**config.mk**
```make
export PLATFORM = sky130hd
export DESIGN_NAME = chme_ctrl
export DESIGN_NICKNAME = d
export VERILOG_FILES = /design/src/hdl/chme_pkg.sv /design/src/hdl/chme_ctrl.sv
export SDC_FILE = /design/constraint.sdc
export NUM_CORES = 1
export LEC_CHECK = 0
export BUFFER_PORTS_ARGS = -buffer_cell sky130_fd_sc_hd__buf_2
export CAP_MARGIN = 20
export CORE_AREA = 2 2 39 41
export DETAILED_ROUTE_END_ITERATION = 6
export DIE_AREA = 0 0 41 43
export SYNTH_ARGS = -nofsm -noshare
export SYNTH_HDL_FRONTEND = slang
export SYNTH_SLANG_ARGS = --single-unit
export TNS_END_PERCENT = 5
```
**constraint.sdc**
```tcl
create_clock -name i_clk -period 1.1 [get_ports i_clk]
set_clock_uncertainty 0.15 [all_clocks]
set_input_delay 0.11 -clock i_clk [delete_from_list [all_inputs] [get_ports i_clk]]
set_output_delay 0.11 -clock i_clk [all_outputs]
set_load 0.02 [all_outputs]
```
**src/hdl/chme_pkg.sv**
```systemverilog
// ----------------------------------------------------------------------------
// chme_pkg
// Shared types and constants for the chained hash map engine.
// ----------------------------------------------------------------------------
package chme_pkg;

    localparam int NumBucketsDef  = 64;
    localparam int PoolEntriesDef = 256;

    typedef enum logic [1:0] {
        FUNC_INSERT = 2'd0,
        FUNC_GET    = 2'd1,
        FUNC_REMOVE = 2'd2,
        FUNC_NOP    = 2'd3
    } t_func;

    typedef struct packed {
        logic [1:0]  func;
        logic [31:0] key;
        logic [31:0] value_in;
    } t_req;

    typedef struct packed {
        logic        hit;
        logic [31:0] old_value;
        logic        no_space;
    } t_rsp;

    typedef enum logic [2:0] {
        ST_IDLE,
        ST_HEAD,
        ST_READ,
        ST_CMP,
        ST_WRITE,
        ST_DONE
    } t_state;

    typedef struct packed {
        logic load;
        logic head_rd;
        logic ent_rd;
        logic step;
        logic commit;
        logic respond;
    } t_cmd;

    typedef struct packed {
        logic at_end;
        logic match;
        logic limit;
    } t_sts;

endpackage

```
**src/hdl/chme_ctrl.sv**
```systemverilog
// ----------------------------------------------------------------------------
// chme_ctrl
// Sequencer for the chain walk: head read, entry read, compare, commit.
// ----------------------------------------------------------------------------
module chme_ctrl (
    input  logic             i_clk,
    input  logic             i_rst_n,
    input  logic             i_start,
    input  chme_pkg::t_sts   i_sts,
    output chme_pkg::t_cmd   o_cmd,
    output logic             o_busy
);

    chme_pkg::t_state r_state, n_state;

    always_ff @(posedge i_clk) begin
        if (!i_rst_n) begin
            r_state <= chme_pkg::ST_IDLE;
        end else begin
            r_state <= n_state;
        end
    end

    always_comb begin
        n_state = r_state;
        o_cmd   = '0;
        o_busy  = 1'b1;
        case (r_state)
            chme_pkg::ST_IDLE: begin
                o_busy = 1'b0;
                if (i_start) begin
                    o_cmd.load = 1'b1;
                    n_state    = chme_pkg::ST_HEAD;
                end
            end
            chme_pkg::ST_HEAD: begin
                o_cmd.head_rd = 1'b1;
                n_state       = chme_pkg::ST_READ;
            end
            chme_pkg::ST_READ: begin
                if (i_sts.at_end || i_sts.limit) begin
                    n_state = chme_pkg::ST_WRITE;
                end else begin
                    o_cmd.ent_rd = 1'b1;
                    n_state      = chme_pkg::ST_CMP;
                end
            end
            chme_pkg::ST_CMP: begin
                if (i_sts.match) begin
                    n_state = chme_pkg::ST_WRITE;
                end else begin
                    o_cmd.step = 1'b1;
                    n_state    = chme_pkg::ST_READ;
                end
            end
            chme_pkg::ST_WRITE: begin
                o_cmd.commit = 1'b1;
                n_state      = chme_pkg::ST_DONE;
            end
            chme_pkg::ST_DONE: begin
                o_cmd.respond = 1'b1;
                n_state       = chme_pkg::ST_IDLE;
            end
            default: begin
                n_state = chme_pkg::ST_IDLE;
            end
        endcase
    end

endmodule

```
==> results of run 1 <==
cell families after synthesis:
kind of cell / synth area share
compound gates: 0.1011
buf+inv: 0.1117
flops: 0.2553
simple gates: 0.5319
where the power goes:
group          internal (µW)  total [µW]  switching [µW]
logic                    103         198            94.6
registers                119         130            11.6
clock network            136         202            65.6
final cells by class:
class	count	area, µm²
fillers	148	908.4
multi-input cells	18	202.7
repair buffers	20	156.4
flip-flops and latches	3	66.31
clock buffers	4	26.28
well taps	16	20.02
inverters	1	3.754
metal layers:
layer	GRT usage	wire length [µm]	vias up
met5	0	0	-
met4	0.1200	27	0
met3	0.03665	47	4
met2	0.1406	375	14
met1	0.08360	243	117
li1	-	-	133
worst paths after layout:
kind / startpoint / end / slack (ns) / cells past startpoint
setup / recovery: r_state[1] / o_cmd[5] / -0.34 / 3
hold / removal: i_sts[1] / r_state[2] / 0.11 / 4
setup reg to reg: r_state[2] / r_state[0] / -0.19 / 3
hold reg to reg: r_state[2] / r_state[1] / 0.41 / 2
synth_stat cells, types with 2 or more instances:
cell                      number
sky130_fd_sc_hd__dfxtp_1       3
sky130_fd_sc_hd__buf_6         2
sky130_fd_sc_hd__nor3b_1       2
sky130_fd_sc_hd__nor3_1        2
sky130_fd_sc_hd__nor2b_1       2
worst max-delay path, delay by kind of cell (launching register included):
kind	cells	cell delay, ns
buf+inv	1	0.11
flops	1	0.34
simple gates	2	0.49
repair_timing:
item,in CTS,in global routing
hold buffers,1,0
pin swaps,2,2
endpoints found under the hold margin,2,0
buffers inserted,2,0
endpoints found under the setup margin,10,10
resized for setup,12,11
metrics by stage:
stage | utilization | std cells
final | 0.3436 | 62
after global routing | 0.3436 | 62
after CTS | 0.3092 | 62
after detailed placement | 0.2468 | 55
after global placement | 0.2468 | 55
after floorplan | - | 24
==> implementation parameters, run 1 <==
Parameter                              Value

Finish
  Post-route design area    475.5 µm²
  Final net count    53
  Commonest cells after routing, fill and taps aside    8 x sky130_fd_sc_hd__buf_4, 6 x sky130_fd_sc_hd__buf_2, 5 x sky130_fd_sc_hd__buf_6, 3 x sky130_fd_sc_hd__clkbuf_4, 2 x sky130_fd_sc_hd__dfxtp_2
  Share of final-layout standard cells stronger than drive strength 1    0.8043
  Synth-to-layout area growth    102.1%
  Largest registers ranked by flip-flop count    r_state x3
  Commonest non-fill, non-tap cell in the layout    sky130_fd_sc_hd__buf_4
  Largest register by flop count    r_state
  Max FFs per register    3
  Diodes inserted    0

Global route
  Antenna violations before repair    0
  Largest net degree at the start of global routing    6
  Combined global-route utilization of all metal layers    0.09639
  Sum of overflow across all layers after global routing    0
  First-pass GRT wire length    around 1000 µm
  Via count of the first global-routing pass    between 200 and 300

Floorplan
  Core Area    between 1000 and 1500 µm²
  Die boundary width    a little over 40 µm
  Starting density of the core    0.1700
  Die Span Y    between 40 and 50 µm
  Area enclosed by the die boundary    1763 µm²
  Number of placed I/O pins    13
  Number of cell rows    14

Synth
  Syn avg cell area    roughly 9.8 µm²
  Part of the Yosys area used for sequential elements    0.2553
  Count of flip-flops with a built-in enable after synthesis    0
  Cell taking the most area after synthesis    sky130_fd_sc_hd__dfxtp_1
  Synthesis warning total    0
  Cells taking the most area after synthesis    sky130_fd_sc_hd__dfxtp_1 26%, sky130_fd_sc_hd__buf_6 9.6%, sky130_fd_sc_hd__nor3_4 6.9%, sky130_fd_sc_hd__nor3b_1 6.4%, sky130_fd_sc_hd__nor4b_2 6.4%
  Combined area of all synthesized cells    approximately 240 µm²
  Dominant synthesized flop cell    sky130_fd_sc_hd__dfxtp_1
  Fraction of synthesized cell area taken by the top area cell type    0.2553
  Post-synthesis cell count    24
  Synthesis-stage register bit count    3
  Post-Synthesis Net Count    30
  Library cells used by synthesis    18
  Synth async-reset ratio    0

Routing
  Routed wire length    approximately 690 µm
  Violation count after the first detailed-route iteration    0
  Remaining antenna violation count    0
  Remaining routing DRC violations    0
  Length of the first detailed-routing pass in iterations    1
  Vias    roughly 270
  Via/cell ratio    4.323
  Average wire per cell in the routed design    between 10 and 15 µm

Placed design
  Worst slack at placement    -0.1281 ns
  Standard cell area after detailed placement    between 300 and 400 µm²
  IO buf count    12
  Post-DP HPWL    ~440 µm
  Global placement routability congestion    0.7619

Clock tree
  Number of levels the H-tree was split into    1
  Number of clock buffers inserted by TritonCTS    3
  Clock-pin slew on the worst setup and hold paths    around 0.040 ns
  Worst-case clock buffer depth    2
  CTS tree    yes
  Worst-skew pair later-pin latency    about 0.24 ns
  Sink count of the clock tree    3
  CTS Root Buffer Type    sky130_fd_sc_hd__clkbuf_4

STA
  Unrepaired setup endpoints after global routing    yes
  Final slew viol count    0
  F_max    approximately 700 MHz
  Final worst slack    -0.3370 ns
  Fin crit share    1.306
  Hold Vio Cnt, Final    0
  Count of final setup violators    10
  Total negative slack for setup checks    -2.101 ns
  Slew HR    0.8295
  Final min period    1.437 ns
  Slew at the pin closest to its max-slew limit    ~0.25 ns
  Worst Hold Slack    around 0.11 ns

Power and ir drop
  Leakage power summed over all cells    about 0.0002 µW
  Ratio of total power to cell area    around 1100 nW/µm²
  Total chip power    roughly 530 µW
  Largest voltage drop on the vdd net    338.3 µV

Critical path
  Type of element launching the critical path    flip-flop
  Critical setup path kind    reg2out
  Critical-path cell list    or3_4 -> nor2_4 -> buf_6
  Critical-path top delay cell    sky130_fd_sc_hd__or3_4
  Crit. End Element    output port
  Worst Path Arrival    approximately 1.2 ns
  Worst-path maximum fanout    4
  Required time at the endpoint of the critical path    around 0.84 ns
  Worst stage delay on the critical path    around 0.40 ns

Min path
  Type of the tightest min-delay check    in2reg

Outcome
  Status    finished, violations left
  Failing checks    setup timing

Job
  Maxcap violations    0
(Power assumes the default switching activity.)
==> run 2: changes to the inputs <==
==> constraint.sdc (replaced) <==
create_clock -name i_clk -period 1.1 [get_ports i_clk]
set_clock_uncertainty 0.15 [all_clocks]
set_input_delay 0.055 -clock i_clk [delete_from_list [all_inputs] [get_ports i_clk]]
set_output_delay 0.055 -clock i_clk [all_outputs]
set_load 0.02 [all_outputs]
==> implementation parameters, run 2 (synthesis results as in run 1) <==
Parameter                              Value

Outcome
  Status    finished, violations left (unchanged)
  Failing checks    setup timing (unchanged)

Critical path
  Critical setup path kind    reg2out (unchanged)
  Buf+Inv Stages, Crit Path    1 (unchanged)
  Family of cells with the greatest summed delay on the critical path    simple AND/OR/NAND/NOR gates (unchanged)
  Critical-path top delay cell    sky130_fd_sc_hd__or3_4 (unchanged)
  Type of element launching the critical path    flip-flop (unchanged)
  Critical-path cell list    or3_4 -> nor2_4 -> buf_6 (unchanged)
  Worst stage delay on the critical path    0.39 ns (was 0.40 ns)
  Crit. End Element    output port (unchanged)
  Worst-path maximum fanout    6 (was 4)
  Required time at the endpoint of the critical path    0.89 ns (was 0.84 ns)
  Worst Path Arrival    1.17 ns (was 1.18 ns)

Power and ir drop
  Largest voltage drop on the vdd net    557.1 µV (was 338.3 µV)
  Cell-internal power    354.7 µW (was 358.5 µW)
  Switching power share of the total    0.3179 (was 0.3240)
  Combinational fraction of design power    0.354 (was 0.373)
  Ratio of total power to cell area    1184 nW/µm² (was 1116 nW/µm²)
  Portion of total power attributed to sequential cells    0.257 (was 0.246)
  Sw power    165.3 µW (was 171.8 µW)
  Relative contribution of the clock network to total power    0.389 (was 0.381)
  Leakage power summed over all cells    0.0001877 µW (was 0.0001992 µW)

Floorplan
  Die boundary width    41 µm (unchanged)
  Die Span Y    43 µm (unchanged)
  Core Area    1384 µm² (unchanged)
  Number of placed I/O pins    13 (unchanged)
  Area enclosed by the die boundary    1763 µm² (unchanged)
  Number of cell rows    14 (unchanged)
  Starting density of the core    0.1700 (unchanged)

Finish
  Post-route design area    439.2 µm² (was 475.5 µm²)
  Largest register by flop count    r_state (unchanged)
  Max FFs per register    3 (unchanged)
  Diodes inserted    0 (unchanged)
  Final net count    51 (was 53)
  Commonest non-fill, non-tap cell in the layout    sky130_fd_sc_hd__buf_2 (was sky130_fd_sc_hd__buf_4)
  Commonest cells after routing, fill and taps aside    7 x sky130_fd_sc_hd__buf_2, 6 x sky130_fd_sc_hd__buf_4, 3 x sky130_fd_sc_hd__clkbuf_4, 3 x sky130_fd_sc_hd__buf_6 (was 8 x sky130_fd_sc_hd__buf_4, 6 x sky130_fd_sc_hd__buf_2, 5 x sky130_fd_sc_hd__buf_6, 3 x sky130_fd_sc_hd__clkbuf_4, 2 x sky130_fd_sc_hd__dfxtp_2)
  Share of final-layout standard cells stronger than drive strength 1    0.7273 (was 0.8043)
  Largest registers ranked by flip-flop count    r_state x3 (unchanged)
  Synth-to-layout area growth    86.70% (was 102.1%)

Global route
  Largest net degree at the start of global routing    7 (was 6)
  Combined global-route utilization of all metal layers    0.09237 (was 0.09639)
  First-pass GRT wire length    1048 µm (unchanged)
  Sum of overflow across all layers after global routing    0 (unchanged)
  Antenna violations before repair    0 (unchanged)
  Via count of the first global-routing pass    271 (was 260)

Routing
  Remaining routing DRC violations    0 (unchanged)
  Violation count after the first detailed-route iteration    0 (unchanged)
  Via/cell ratio    4.433 (was 4.323)
  Vias    266 (was 268)
  Routed wire length    707 µm (was 694 µm)
  Length of the first detailed-routing pass in iterations    1 (unchanged)
  Remaining antenna violation count    0 (unchanged)
  Average wire per cell in the routed design    11.78 µm (was 11.19 µm)

STA
  Final worst slack    -0.2778 ns (was -0.3370 ns)
  Count of final setup violators    10 (unchanged)
  Slew HR    0.8432 (was 0.8295)
  Hold Vio Cnt, Final    0 (unchanged)
  Final min period    1.378 ns (was 1.437 ns)
  Slew at the pin closest to its max-slew limit    0.2335 ns (was 0.2538 ns)
  Unrepaired setup endpoints after global routing    yes (unchanged)
  Final slew viol count    0 (unchanged)
  Fin crit share    1.253 (was 1.306)
  F_max    725.8 MHz (was 695.9 MHz)
  Total negative slack for setup checks    -1.518 ns (was -2.101 ns)

Min path
  Type of the tightest min-delay check    in2reg (unchanged)

Job
  Maxcap violations    0 (unchanged)

Placed design
  IO buf count    12 (unchanged)
  Global placement routability congestion    0.7832 (was 0.7619)
  Standard cell area after detailed placement    354.1 µm² (was 341.6 µm²)
  Post-DP HPWL    441.3 µm (was 442 µm)

Clock tree
  CTS Root Buffer Type    sky130_fd_sc_hd__clkbuf_4 (unchanged)
  Worst-case clock buffer depth    2 (unchanged)
  CTS tree    yes (unchanged)
  Sink count of the clock tree    3 (unchanged)
  Number of levels the H-tree was split into    1 (unchanged)
  Number of clock buffers inserted by TritonCTS    3 (unchanged)
  Worst-skew pair later-pin latency    0.24 ns (about the same)
  Post-CTS Setup Bufs    0 (was 2)
  Clock-pin slew on the worst setup and hold paths    0.04 ns (about the same)
## run 2: worst paths after layout
path | from | to | slack (ns) | cells after the start
worst max-delay path | r_state[2] | o_cmd[5] | -0.28 | 3
worst min-delay path | i_sts[2] | r_state[0] | 0.03 | 3
worst max register to register | r_state[2] | r_state[0] | -0.04 | 2
worst min register to register | r_state[2] | r_state[1] | 0.33 | 1
## run 2: cell type report
| type | instances | area (µm²) |
|---|---|---|
| repair buffers | 18 | 143.9 |
| multi-input cells | 18 | 178.9 |
| well taps | 16 | 20.02 |
| inverters | 1 | 3.754 |
| clock buffers | 4 | 26.28 |
| flip-flops and latches | 3 | 66.31 |
| fillers | 144 | 944.7 |
## run 2: power groups by stage
stage | Combinational [µW] | Clock, µW | Sequential (µW)
6_report | 184 | 202 | 134
5_1_grt | 202 | 223 | 135
4_1_cts | 175 | 215 | 133
3_5_place_dp | 156 | 0 | 133
3_3_place_gp | 156 | 0 | 132
2_1_floorplan | 106 | 0 | 125
## run 2: layer usage
| layer | part of all wire | track usage | vias to the layer above |
|---|---|---|---|
| li1 | - | - | 128 |
| met1 | 0.38 | 0.09646 | 126 |
| met2 | 0.57 | 0.1375 | 10 |
| met3 | 0.031 | 0.01571 | 2 |
| met4 | 0.024 | 0.1000 | 0 |
| met5 | 0 | 0 | - |
## run 2: repair_timing
item                                    in CTS  in global routing
endpoints found under the setup margin      10                 10
resized for setup                           13                  3
hold buffers                                 1                  0
hold endpoints to repair                     3                  0
pin swaps                                    2                  0
## run 2: worst register-to-register path, stage by stage, from the launching register on
cell,delay (ns)
sky130_fd_sc_hd__dfxtp_2,0.34
sky130_fd_sc_hd__o31a_1,0.30
sky130_fd_sc_hd__nor4b_2,0.25
## run 2: metrics by stage
stage | hold slack, ns | util | setup slack (ns) | total power (µW) | std cells
CTS | 0.02549 | 0.3065 | -0.2907 | 522.2 | 60
global route | 0.04906 | 0.3174 | -0.3284 | 560.1 | 60
global placement | 0.1501 | 0.2559 | -0.07859 | 288.8 | 55
finish | 0.02861 | 0.3174 | -0.2778 | 520.0 | 60
detailed placement | 0.1432 | 0.2559 | -0.1059 | 289.5 | 55
floorplan | 0.01266 | - | -0.1026 | 230.6 | 24
==> run 3: changes to the inputs <==
--- a/config.mk
+++ b/config.mk
@@ -7,9 +7,12 @@
 export LEC_CHECK = 0
 export BUFFER_PORTS_ARGS = -buffer_cell sky130_fd_sc_hd__buf_2
 export CAP_MARGIN = 20
+export CELL_PAD_IN_SITES_DETAIL_PLACEMENT = 1
+export CELL_PAD_IN_SITES_GLOBAL_PLACEMENT = 1
 export CORE_AREA = 2 2 39 41
 export DETAILED_ROUTE_END_ITERATION = 6
 export DIE_AREA = 0 0 41 43
+export PLACE_DENSITY_LB_ADDON = 0.1
 export SYNTH_ARGS = -nofsm -noshare
 export SYNTH_HDL_FRONTEND = slang
 export SYNTH_SLANG_ARGS = --single-unit
==> implementation parameters, run 3 (synthesis results as in run 1) <==
Parameter                              Value

Outcome
  Status    finished, violations left (unchanged)
  Failing checks    setup timing (unchanged)

Routing
  Violation count after the first detailed-route iteration    2 (was 0)
  Remaining routing DRC violations    0 (unchanged)
  Routed wire length    688 µm (was 707 µm)
  Via/cell ratio    4.213 (was 4.433)
  Length of the first detailed-routing pass in iterations    2 (was 1)
  Average wire per cell in the routed design    11.28 µm (was 11.78 µm)
  Remaining antenna violation count    0 (unchanged)
  Vias    257 (was 266)

Global route
  Sum of overflow across all layers after global routing    0 (unchanged)
  Largest net degree at the start of global routing    9 (was 7)
  First-pass GRT wire length    1200 µm (was 1048 µm)
  Antenna violations before repair    0 (unchanged)
  Combined global-route utilization of all metal layers    0.1034 (was 0.09237)
  Via count of the first global-routing pass    293 (was 271)

STA
  Slew HR    0.8405 (was 0.8432)
  F_max    714.4 MHz (was 725.8 MHz)
  Hold Vio Cnt, Final    0 (unchanged)
  Count of final setup violators    8 (was 10)
  Final slew viol count    0 (unchanged)
  Unrepaired setup endpoints after global routing    yes (unchanged)
  Slew at the pin closest to its max-slew limit    0.2374 ns (was 0.2335 ns)
  Final min period    1.400 ns (was 1.378 ns)
  Final worst slack    -0.2997 ns (was -0.2778 ns)
  Fin crit share    1.272 (was 1.253)

Clock tree
  Number of levels the H-tree was split into    1 (unchanged)
  Number of clock buffers inserted by TritonCTS    3 (unchanged)
  Worst-skew pair later-pin latency    0.24 ns (about the same)
  CTS tree    yes (unchanged)
  Clock-pin slew on the worst setup and hold paths    0.04 ns (about the same)
  CTS Root Buffer Type    sky130_fd_sc_hd__clkbuf_4 (unchanged)
  Post-CTS Setup Bufs    0 (unchanged)
  Worst-case clock buffer depth    2 (unchanged)
  Sink count of the clock tree    3 (unchanged)

Floorplan
  Number of cell rows    14 (unchanged)
  Die boundary width    41 µm (unchanged)
  Starting density of the core    0.1700 (unchanged)
  Number of placed I/O pins    13 (unchanged)
  Die Span Y    43 µm (unchanged)
  Core Area    1384 µm² (unchanged)
  Area enclosed by the die boundary    1763 µm² (unchanged)

Critical path
  Worst Path Arrival    1.19 ns (was 1.17 ns)
  Crit. End Element    output port (unchanged)
  Buf+Inv Stages, Crit Path    1 (unchanged)
  Required time at the endpoint of the critical path    0.89 ns (about the same)
  Worst r2r src    r_state[0] (was r_state[2])
  Critical-path cell list    or3_4 -> nor2_4 -> buf_6 (unchanged)
  Critical-path top delay cell    sky130_fd_sc_hd__or3_4 (unchanged)
  Worst reg2reg path depth    3 (was 2)
  Capture instance of the worst register-to-register path    r_state[1] (was r_state[0])
  Reg2Reg Setup Slack    -0.05 ns (was -0.04 ns)
  Critical setup path kind    reg2out (unchanged)
  Family of cells with the greatest summed delay on the critical path    simple AND/OR/NAND/NOR gates (unchanged)
  Worst stage delay on the critical path    0.41 ns (was 0.39 ns)
  Worst-path maximum fanout    7 (was 6)
  Type of element launching the critical path    flip-flop (unchanged)

Placed design
  Global placement routability congestion    0.6709 (was 0.7832)
  Standard cell area after detailed placement    349.1 µm² (was 354.1 µm²)
  Cell count after placement    56 (was 55)
  Post-DP HPWL    539.3 µm (was 441.3 µm)
  IO buf count    12 (unchanged)
  Worst slack at placement    -0.1137 ns (was -0.1059 ns)

Power and ir drop
  Total chip power    499.0 µW (was 520.0 µW)
  Leakage power summed over all cells    0.0001857 µW (was 0.0001877 µW)
  Largest voltage drop on the vdd net    219.2 µV (was 557.1 µV)
  Switching power share of the total    0.3117 (was 0.3179)
  Portion of total power attributed to sequential cells    0.274 (was 0.257)
  Combinational fraction of design power    0.332 (was 0.354)
  Relative contribution of the clock network to total power    0.394 (was 0.389)
  Ratio of total power to cell area    1194 nW/µm² (was 1184 nW/µm²)
  Cell-internal power    343.5 µW (was 354.7 µW)
  Sw power    155.5 µW (was 165.3 µW)

Job
  Maxcap violations    0 (unchanged)

Finish
  Max FFs per register    3 (unchanged)
  Largest registers ranked by flip-flop count    r_state x3 (unchanged)
  Final net count    52 (was 51)
  Utilization after layout    0.3020 (was 0.3174)
  Post-route design area    417.9 µm² (was 439.2 µm²)
  Storage element area    66.31 µm² (unchanged)
  Share of final-layout standard cells stronger than drive strength 1    0.7333 (was 0.7273)
  Synth-to-layout area growth    77.66% (was 86.70%)
  Diodes inserted    0 (unchanged)
  Final cell count without fillers    61 (was 60)
  Largest register by flop count    r_state (unchanged)
  Multi-input combinational cell area    172.7 µm² (was 178.9 µm²)
  Commonest non-fill, non-tap cell in the layout    sky130_fd_sc_hd__buf_4 (was sky130_fd_sc_hd__buf_2)
  Filler Cell Count    166 (was 144)
  Commonest cells after routing, fill and taps aside    9 x sky130_fd_sc_hd__buf_4, 8 x sky130_fd_sc_hd__buf_2, 3 x sky130_fd_sc_hd__clkbuf_4, 2 x sky130_fd_sc_hd__nor3b_1, 2 x sky130_fd_sc_hd__dfxtp_2 (was 7 x sky130_fd_sc_hd__buf_2, 6 x sky130_fd_sc_hd__buf_4, 3 x sky130_fd_sc_hd__clkbuf_4, 3 x sky130_fd_sc_hd__buf_6)

Min path
  Type of the tightest min-delay check    in2reg (unchanged)
  Hold path startpoint    i_sts[0] (was i_sts[2])
  Endpoint of the worst hold-timing path    r_state[0] (unchanged)
  Number of cells on the worst hold path    3 (unchanged)
## run 3: changes by cell type in the layout (fill, tap and decap cells not counted)
cell / previous run / this run
sky130_fd_sc_hd__nor3_2: 0 / 1
sky130_fd_sc_hd__nor3_1: 2 / 1
sky130_fd_sc_hd__buf_12: 1 / 0
sky130_fd_sc_hd__nor3b_1: 1 / 2
sky130_fd_sc_hd__buf_2: 7 / 8
sky130_fd_sc_hd__buf_6: 3 / 1
sky130_fd_sc_hd__nor3b_4: 1 / 0
sky130_fd_sc_hd__buf_4: 6 / 9
## run 3: final cells by class
class,count,share of cell area
Timing Repair Buffer,19,0.3084
Sequential cell,3,0.1587
Inverter,1,0.008982
Clock buffer,4,0.06287
Tap cell,16,0.04790
Multi-Input combinational cell,18,0.4132
## run 3: metrics by stage
stage | hold slack [ns] | setup TNS [ns]
after CTS | 0.05371 | -1.713
after detailed placement | 0.1617 | -0.6506
final | 0.07133 | -1.594
after global placement | 0.1528 | -0.6337
after global routing | 0.07968 | -2.179
after floorplan | 0.01266 | -0.3221
## run 3: worst max-delay path by stage
stage / from / to / slack (ns) / depth (start not counted)
final: r_state[2] / o_cmd[5] / -0.30 / 3
after global routing: r_state[2] / o_cmd[5] / -0.36 / 3
after CTS: r_state[2] / o_cmd[5] / -0.32 / 3
after detailed placement: r_state[0] / o_cmd[5] / -0.11 / 3
after global placement: r_state[0] / r_state[2] / -0.11 / 3
after floorplan: r_state[1] / o_cmd[5] / -0.10 / 3
## run 3: per-layer routing
layer	global-route usage	vias to the layer above	wire length (µm)
li1	-	130	-
met1	0.1093	120	239
met2	0.1781	7	417
met3	0	0	31
met4	0.08000	0	0
met5	0	-	0
## run 3: power by group through the flow
stage               sequential (µW)  combinational, µW  clock [µW]
floorplan                       125                106           0
global placement                137                148           0
detailed placement              137                151           0
CTS                             137                166         203
global route                    140                180         222
finish                          137                166         197
## run 3: tightest hold or removal path, stage by stage
cell                      delay, ns
sky130_fd_sc_hd__buf_2         0.13
sky130_fd_sc_hd__o31a_1        0.17
sky130_fd_sc_hd__nor4b_2       0.05
## run 3: timing repair
| item | CTS | global route |
|---|---|---|
| hold buffers | 1 | 0 |
| gates resized for setup | 10 | 2 |
| hold endpoints to repair | 3 | 0 |
| pin swaps | 1 | 1 |
| endpoints found under the setup margin | 10 | 10 |
